==> config.mk <==
export PLATFORM = sky130hd
export DESIGN_NAME = broken_down_time_to_epoch_seconds
export DESIGN_NICKNAME = d
export VERILOG_FILES = /design/src/rtl/bdt_pkg.sv /design/src/rtl/bdt_div100.sv /design/src/rtl/broken_down_time_to_epoch_seconds.sv
export SDC_FILE = /design/constraint.sdc
export NUM_CORES = 1
export LEC_CHECK = 0
export BUFFER_PORTS_ARGS = -buffer_cell sky130_fd_sc_hd__buf_2
export CORE_AREA = 5 5 233 325
export CTS_BUF_LIST = sky130_fd_sc_hd__clkbuf_8
export DETAILED_ROUTE_END_ITERATION = 12
export DIE_AREA = 0 0 238 330
export GPL_TIMING_DRIVEN = 0
export SYNTH_ARGS = -nofsm -noshare
export SYNTH_HDL_FRONTEND = slang
export SYNTH_HIERARCHICAL = 1
export SYNTH_SLANG_ARGS = --single-unit
==> constraint.sdc <==
create_clock -name clk -period 7.2 [get_ports clk]
set_clock_uncertainty 0.2 [all_clocks]
set_input_delay 0.72 -clock clk [delete_from_list [all_inputs] [get_ports clk]]
set_output_delay 0.72 -clock clk [all_outputs]
set_load 0.05 [all_outputs]
==> src/rtl/bdt_pkg.sv <==
// ----------------------------------------------------------------------------
// bdt_pkg
// Widths, constants and calendar tables for the broken-down time converter.
// ----------------------------------------------------------------------------
`timescale 1ns / 1ps
`default_nettype none

package bdt_pkg;

  localparam int YEAR_IN_W = 13;
  localparam int MONTH_W   = 4;
  localparam int DAY_W     = 6;
  localparam int HOUR_W    = 5;
  localparam int MIN_W     = 6;
  localparam int SEC_W     = 6;
  localparam int YEAR_W    = 14;
  localparam int QUOT_W    = 8;
  localparam int DAYS_W    = 22;
  localparam int TOD_W     = 17;
  localparam int SECS_W    = 38;
  localparam int YDAY_W    = 9;

  // Quotient by 100 as (value * 10486) >> 20, exact for all 14-bit values.
  localparam int DIV100_MUL_W = 14;
  localparam int DIV100_SHIFT = 20;
  localparam logic [DIV100_MUL_W-1:0] DIV100_MUL = 14'd10486;

  localparam logic [YEAR_W-1:0] BASE_YEAR          = 14'd1900;
  localparam logic [YEAR_W-1:0] EPOCH_YEAR         = 14'd1970;
  localparam logic [YEAR_W-1:0] LEAPS_BEFORE_EPOCH = 14'd477;

  localparam logic [HOUR_W-1:0] LAST_HOUR   = 5'd23;
  localparam logic [MIN_W-1:0]  LAST_MINUTE = 6'd59;
  localparam logic [SEC_W-1:0]  LAST_SECOND = 6'd59;

  localparam logic [MONTH_W-1:0] MONTH_FEB  = 4'd1;
  localparam logic [MONTH_W-1:0] MONTH_MAR  = 4'd2;
  localparam logic [MONTH_W-1:0] MONTH_LAST = 4'd11;

  localparam logic [TOD_W-1:0] SECS_PER_HOUR = 17'd3600;
  localparam logic [TOD_W-1:0] SECS_PER_MIN  = 17'd60;
  localparam logic [TOD_W-1:0] SECS_PER_DAY  = 17'd86400;
  localparam logic [8:0]       DAYS_PER_YEAR = 9'd365;
  localparam logic [6:0]       CENTURY       = 7'd100;

  function automatic logic [DAY_W-1:0] month_len(input logic [MONTH_W-1:0] mon);
    logic [DAY_W-1:0] len;
    case (mon)
      4'd0:    len = 6'd31;
      4'd1:    len = 6'd28;
      4'd2:    len = 6'd31;
      4'd3:    len = 6'd30;
      4'd4:    len = 6'd31;
      4'd5:    len = 6'd30;
      4'd6:    len = 6'd31;
      4'd7:    len = 6'd31;
      4'd8:    len = 6'd30;
      4'd9:    len = 6'd31;
      4'd10:   len = 6'd30;
      4'd11:   len = 6'd31;
      default: len = 6'd0;
    endcase
    return len;
  endfunction

  function automatic logic [YDAY_W-1:0] days_before(input logic [MONTH_W-1:0] mon);
    logic [YDAY_W-1:0] d;
    case (mon)
      4'd0:    d = 9'd0;
      4'd1:    d = 9'd31;
      4'd2:    d = 9'd59;
      4'd3:    d = 9'd90;
      4'd4:    d = 9'd120;
      4'd5:    d = 9'd151;
      4'd6:    d = 9'd181;
      4'd7:    d = 9'd212;
      4'd8:    d = 9'd243;
      4'd9:    d = 9'd273;
      4'd10:   d = 9'd304;
      4'd11:   d = 9'd334;
      default: d = 9'd0;
    endcase
    return d;
  endfunction

endpackage

`default_nettype wire

==> src/rtl/bdt_div100.sv <==
// ----------------------------------------------------------------------------
// bdt_div100
// Registered quotient of a year by 100 through a reciprocal multiply.
// ----------------------------------------------------------------------------
`timescale 1ns / 1ps
`default_nettype none

module bdt_div100
  import bdt_pkg::*;
(
  input  wire logic              clk,
  input  wire logic              en,
  input  wire logic [YEAR_W-1:0] value,
  output logic      [QUOT_W-1:0] quot
);

  logic [YEAR_W+DIV100_MUL_W-1:0] prod;

  assign prod = (YEAR_W+DIV100_MUL_W)'(value) * (YEAR_W+DIV100_MUL_W)'(DIV100_MUL);

  always_ff @(posedge clk) begin
    if (en) begin
      quot <= prod[DIV100_SHIFT +: QUOT_W];
    end
  end

endmodule

`default_nettype wire

==> src/rtl/broken_down_time_to_epoch_seconds.sv <==
// ----------------------------------------------------------------------------
// broken_down_time_to_epoch_seconds
// Converts a broken-down UTC time into seconds since 1970-01-01 00:00.
//
// Input channel: in_valid / in_stall with one port per time field. Output
// channel: out_valid / out_stall carrying epoch_seconds and time_valid.
// An item is taken at a clock edge where valid is high and stall is low.
// The datapath is a five-stage pipeline: year offset and range checks,
// division of the year by 100, leap rule and day check, day and time-of-day
// sums, and the final multiply by 86400. Throughput is one item per cycle
// while out_stall is low. Each stage holds its item while the next stage
// is full and stalled, and empty stages still advance, so a stall on the
// output drops and repeats nothing. in_stall rises only when every stage
// is full. A time with any field out of range comes out with time_valid
// low and epoch_seconds zero. Reset empties the pipeline.
// ----------------------------------------------------------------------------
`timescale 1ns / 1ps
`default_nettype none

module broken_down_time_to_epoch_seconds
  import bdt_pkg::*;
(
  input  wire logic                 clk,
  input  wire logic                 rst,
  input  wire logic                 in_valid,
  output logic                      in_stall,
  input  wire logic [YEAR_IN_W-1:0] years_since_1900,
  input  wire logic [MONTH_W-1:0]   month_index,
  input  wire logic [DAY_W-1:0]     day_of_month,
  input  wire logic [HOUR_W-1:0]    hour_of_day,
  input  wire logic [MIN_W-1:0]     minute_of_hour,
  input  wire logic [SEC_W-1:0]     second_of_minute,
  output logic                      out_valid,
  input  wire logic                 out_stall,
  output logic [SECS_W-1:0]         epoch_seconds,
  output logic                      time_valid
);

  logic v1, v2, v3, v4;
  logic adv1, adv2, adv3, adv4, adv5;

  // stage 1
  logic [YEAR_W-1:0]  s1_year, s1_yearm1;
  logic [MONTH_W-1:0] s1_mon;
  logic [DAY_W-1:0]   s1_mday;
  logic [HOUR_W-1:0]  s1_hr;
  logic [MIN_W-1:0]   s1_mn;
  logic [SEC_W-1:0]   s1_sc;
  logic               s1_ok;
  logic [YEAR_W-1:0]  year_in;

  // stage 2
  logic [YEAR_W-1:0]  s2_year, s2_yearm1;
  logic [QUOT_W-1:0]  s2_qy, s2_qn;
  logic [MONTH_W-1:0] s2_mon;
  logic [DAY_W-1:0]   s2_mday;
  logic [HOUR_W-1:0]  s2_hr;
  logic [MIN_W-1:0]   s2_mn;
  logic [SEC_W-1:0]   s2_sc;
  logic               s2_ok;

  // stage 3
  logic [YEAR_W-1:0]  s3_year_off, s3_leaps;
  logic               s3_leap;
  logic [MONTH_W-1:0] s3_mon;
  logic [DAY_W-1:0]   s3_mday;
  logic [HOUR_W-1:0]  s3_hr;
  logic [MIN_W-1:0]   s3_mn;
  logic [SEC_W-1:0]   s3_sc;
  logic               s3_ok;
  logic [14:0]        cent_prod;
  logic               leap_next;
  logic [DAY_W-1:0]   len_next;
  logic               day_ok_next;
  logic [YEAR_W-1:0]  leaps_next;

  // stage 4
  logic [DAYS_W-1:0]  s4_days;
  logic [TOD_W-1:0]   s4_tod;
  logic               s4_ok;
  logic [DAYS_W-1:0]  days_next;
  logic [TOD_W-1:0]   tod_next;

  // stage 5
  logic [SECS_W-1:0]  secs_next;

  assign adv5 = !out_valid || !out_stall;
  assign adv4 = !v4 || adv5;
  assign adv3 = !v3 || adv4;
  assign adv2 = !v2 || adv3;
  assign adv1 = !v1 || adv2;
  assign in_stall = !adv1;

  always_ff @(posedge clk) begin
    if (rst) begin
      v1        <= 1'b0;
      v2        <= 1'b0;
      v3        <= 1'b0;
      v4        <= 1'b0;
      out_valid <= 1'b0;
    end else begin
      if (adv1) v1 <= in_valid;
      if (adv2) v2 <= v1;
      if (adv3) v3 <= v2;
      if (adv4) v4 <= v3;
      if (adv5) out_valid <= v4;
    end
  end

  // stage 1: year and field range checks
  assign year_in = YEAR_W'(years_since_1900) + BASE_YEAR;

  always_ff @(posedge clk) begin
    if (adv1) begin
      s1_year   <= year_in;
      s1_yearm1 <= year_in - YEAR_W'(1);
      s1_mon    <= month_index;
      s1_mday   <= day_of_month;
      s1_hr     <= hour_of_day;
      s1_mn     <= minute_of_hour;
      s1_sc     <= second_of_minute;
      s1_ok     <= (year_in >= EPOCH_YEAR) && (month_index <= MONTH_LAST) &&
                   (hour_of_day <= LAST_HOUR) && (minute_of_hour <= LAST_MINUTE) &&
                   (second_of_minute <= LAST_SECOND);
    end
  end

  // stage 2: centuries of the year and of the year before
  bdt_div100 u_div_year (
    .clk   (clk),
    .en    (adv2),
    .value (s1_year),
    .quot  (s2_qy)
  );

  bdt_div100 u_div_prev (
    .clk   (clk),
    .en    (adv2),
    .value (s1_yearm1),
    .quot  (s2_qn)
  );

  always_ff @(posedge clk) begin
    if (adv2) begin
      s2_year   <= s1_year;
      s2_yearm1 <= s1_yearm1;
      s2_mon    <= s1_mon;
      s2_mday   <= s1_mday;
      s2_hr     <= s1_hr;
      s2_mn     <= s1_mn;
      s2_sc     <= s1_sc;
      s2_ok     <= s1_ok;
    end
  end

  // stage 3: leap rule, day check, leap days since the epoch
  assign cent_prod   = 15'(s2_qy) * 15'(CENTURY);
  assign leap_next   = (s2_year[1:0] == 2'b00) &&
                       ((cent_prod != 15'(s2_year)) || (s2_qy[1:0] == 2'b00));
  assign len_next    = month_len(s2_mon) +
                       DAY_W'(leap_next && (s2_mon == MONTH_FEB));
  assign day_ok_next = (s2_mday != '0) && (s2_mday <= len_next);
  assign leaps_next  = (s2_yearm1 >> 2) - YEAR_W'(s2_qn) + YEAR_W'(s2_qn >> 2) -
                       LEAPS_BEFORE_EPOCH;

  always_ff @(posedge clk) begin
    if (adv3) begin
      s3_year_off <= s2_year - EPOCH_YEAR;
      s3_leaps    <= leaps_next;
      s3_leap     <= leap_next;
      s3_mon      <= s2_mon;
      s3_mday     <= s2_mday;
      s3_hr       <= s2_hr;
      s3_mn       <= s2_mn;
      s3_sc       <= s2_sc;
      s3_ok       <= s2_ok && day_ok_next;
    end
  end

  // stage 4: whole days and seconds of the day
  assign days_next = DAYS_W'(s3_year_off) * DAYS_W'(DAYS_PER_YEAR) +
                     DAYS_W'(days_before(s3_mon)) + DAYS_W'(s3_mday) - DAYS_W'(1) +
                     DAYS_W'(s3_leaps) + DAYS_W'(s3_leap && (s3_mon >= MONTH_MAR));
  assign tod_next  = TOD_W'(s3_hr) * SECS_PER_HOUR + TOD_W'(s3_mn) * SECS_PER_MIN +
                     TOD_W'(s3_sc);

  always_ff @(posedge clk) begin
    if (adv4) begin
      s4_days <= days_next;
      s4_tod  <= tod_next;
      s4_ok   <= s3_ok;
    end
  end

  // stage 5: scale days to seconds, zero on invalid
  assign secs_next = SECS_W'(s4_days) * SECS_W'(SECS_PER_DAY) + SECS_W'(s4_tod);

  always_ff @(posedge clk) begin
    if (adv5) begin
      epoch_seconds <= s4_ok ? secs_next : '0;
      time_valid    <= s4_ok;
    end
  end

endmodule

`default_nettype wire

==> out/results.txt <==
Outcome - completed
Post-synth EDFFs - 262
Row cnt - 117
Synth area leader - edfxtp_1
Post-route ant nets - 0
Cell variety after synth - 100
Max_slew headroom - 33.0%
GRT Overall Usage - 14.5%
First-pass GRT wire length - 94600 µm
Final Hold Viols - 0
Main flop type after synthesis - edfxtp_1
Die ar. - 78500 µm²
WHS Path Cells - 1
Non-Filler Instances - 3736
Grt ovf - 0
Hold Crit Class - input port to register
RD Place Congestion - 0.876
Mapped cell area - 28700 µm²
Drt total wl - 55600 µm
Setup crit end kind - register
Drt first pass iters - 5
Post-synth ARST share - 0%
Routed len/inst - 14.9 µm
CORE AREA - 72500 µm²
Detail Placement HPWL - 47700 µm
Setup violators final - 0
Num CTS Buffers - 49
Port Buffers - 84
Tmin final - 6.17 ns
Die Wd - 238 µm
CP Data Arrival Time - 6.43 ns
HP Start - month_index[0]
Clock Pin Slew Worst Setup and Hold Paths - 0.06 ns
Top post-synthesis cells by area - edfxtp_1 27%, ha_1 22%, fa_1 20%
Register area share after synthesis - 28.6%
Critical Path Source Type - register
Synth Warn # - 6
Top-count cell post-synth - inv_1
Setup TNS Final - 0 ns
Share of the synthesized area in the top cell type - 27.4%
Vias in the first global route - 19900
Worst R2R Path Depth - 20
Final slew viol count - 0
DRC Markers - 0
Fin util - 43.5%
Cells after synthesis - 2595
Die Ht - 330 µm
Root buffer cell - clkbuf_8
Via Count - 18300
Worst-Skew Late Latency - 0.64 ns
Final period utilization - 85.7%
Worst reg2reg startpoint - s4_days[4]
Nets - 3574
Clock sink total - 279
Flops & latches, synth - 279
Io pins - 85
Area Overhead vs Synth - 9.97%
CTS tree - built
Max_cap viols - 0
RSZ-0062 raised after global routing - false
Initial Utilization - 39.6%
Largest net degree at the start of global routing - 66
CP Class - register to register
Worst R2R End - epoch_seconds[34]
Hold Crit Endpoint - s1_mon[0]
Critical Path Fanout Max - 9
Detailed Route Iter0 Violations - 607
Worst-Margin Slew - 0.980 ns
DR vias/cell - 4.89
CP required - 7.46 ns
Avg Inst Size Synth - 11.0 µm²
Max Fclk - 162 MHz
Synth cell count leaders - 583 x inv_1, 503 x ha_1, 282 x fa_1, 262 x edfxtp_1, 115 x xnor2_1
H-Tree Depth - 2
Initial antenna violation count - 1
Bufs on Longest Clock Path - 3
Syn_nets - 3424
Hold Slack - 0.0764 ns
Fraction of layout cells with a size suffix above 1 - 8.16%
Dpl cells - 3635
Worst reg-to-reg setup slack - 1.03 ns
## critical path: stages (launching register included)
cell      delay (ns)
edfxtp_1        0.50
ha_1            0.33
inv_1           0.05
fa_1            0.51
inv_1           0.06
fa_1            0.45
ha_1            0.29
inv_1           0.05
fa_1            0.49
inv_1           0.04
ha_1            0.26
buf_2           0.20
nand3_1         0.22
o211ai_1        0.37
nor3_1          0.10
o21ai_1         0.30
a21oi_1         0.23
nor4b_4         0.45
nand3b_2        0.19
or4_1           0.55
a21oi_1         0.15
## layout make-up
cell class,count,area [µm²]
Antenna cell,1,2.50
Buffer,18,87.6
Clock buffer,55,757
Clock inverter,34,292
Fill cell,6835,40900
Inverter,585,2200
Multi-Input combinational cell,1713,18200
Sequential cell,279,8210
Tap cell,952,1190
Timing Repair Buffer,99,603
## metrics by stage
step	cell area, µm²	worst slack [ns]
2_1_floorplan	28700	1.71
3_3_place_gp	30300	0.384
3_5_place_dp	30400	0.996
4_1_cts	31500	0.991
5_1_grt	31500	0.695
6_report	31500	1.03
## registers in the layout, indices dropped and copies added, names as in the netlist, 8 cells and up, named ones only
register	flops
epoch_seconds	38
s1_year	14
s1_yearm1	14
s2_year	14
s2_yearm1	12
s3_leaps	14
s3_year_off	14
s4_days	22
s4_tod	17
u_div_prev/quot	8
u_div_year/quot	8
## placed cells by master, fill, tap and decap left out, types with 8 or more instances in the layout
cell	synthesis	layout
a211o_1	9	9
a211oi_1	8	8
a21o_1	40	40
a21oi_1	106	106
a31oi_1	15	15
and2_1	18	18
and3_1	12	12
and4_1	9	9
buf_2	7	92
clkbuf_1	9	9
clkbuf_8	0	55
clkinv_2	0	8
dfxtp_1	17	17
dlygate4sd3_1	0	11
edfxtp_1	262	262
fa_1	282	282
ha_1	503	503
inv_1	583	596
mux2i_1	16	16
nand2_1	71	68
nand2b_1	17	17
nand3_1	27	27
nand4_1	17	17
nor2_1	82	82
nor2b_1	16	16
nor3_1	33	33
nor4_1	9	9
o211ai_1	15	15
o21a_1	13	13
o21ai_0	59	59
o21bai_1	19	19
or3_1	14	14
xnor2_1	115	115
xor2_1	51	51
## worst max-delay path by stage
stage | cells past startpoint | startpoint | end
3_5_place_dp | 16 | s3_year_off[5] | s4_days[20]
4_1_cts | 17 | s3_year_off[2] | s4_days[20]
5_1_grt | 19 | s4_days[1] | epoch_seconds[34]
2_1_floorplan | 20 | s4_days[7] | epoch_seconds[34]
6_report | 20 | s4_days[4] | epoch_seconds[34]
3_3_place_gp | 8 | out_stall | register
## routing by layer
| metal | share of wire [%] | routed length [µm] | GRT usage [%] | up-vias |
|---|---|---|---|---|
| li1 | - | - | - | 9039 |
| met1 | 39 | 21400 | 16.1 | 8851 |
| met2 | 55 | 30400 | 27.9 | 260 |
| met3 | 2.7 | 1520 | 1.96 | 134 |
| met4 | 3.9 | 2160 | 5.62 | 0 |
| met5 | 0 | 0 | 0 | - |
## cell families (layout without fill, tap and decap cells)
| family | after synthesis | in the layout | share of synthesized area, % |
|---|---|---|---|
| AO/OA/AOI/OAI | 371 | 371 | 8.95 |
| multiplexers | 20 | 20 | 0.716 |
| adder cells (fa/ha/maj) | 785 | 785 | 41.6 |
| XOR/XNOR | 166 | 166 | 5.07 |
| other | 0 | 1 | 0 |
| AND/OR/NAND/NOR | 371 | 371 | 7.04 |
| buffers and inverters | 603 | 791 | 7.96 |
| flip-flops | 279 | 279 | 28.6 |
## timing repair
action / CTS / global route
setup buffers: 0 / 0
resized for setup: 0 / 0
hold buffers: 11 / 0
hold endpoints to repair: 11 / 0
Power is left out: the tool's default activity adds up to more than one toggle a clock period on the data nets, which glitch-free logic cannot reach.
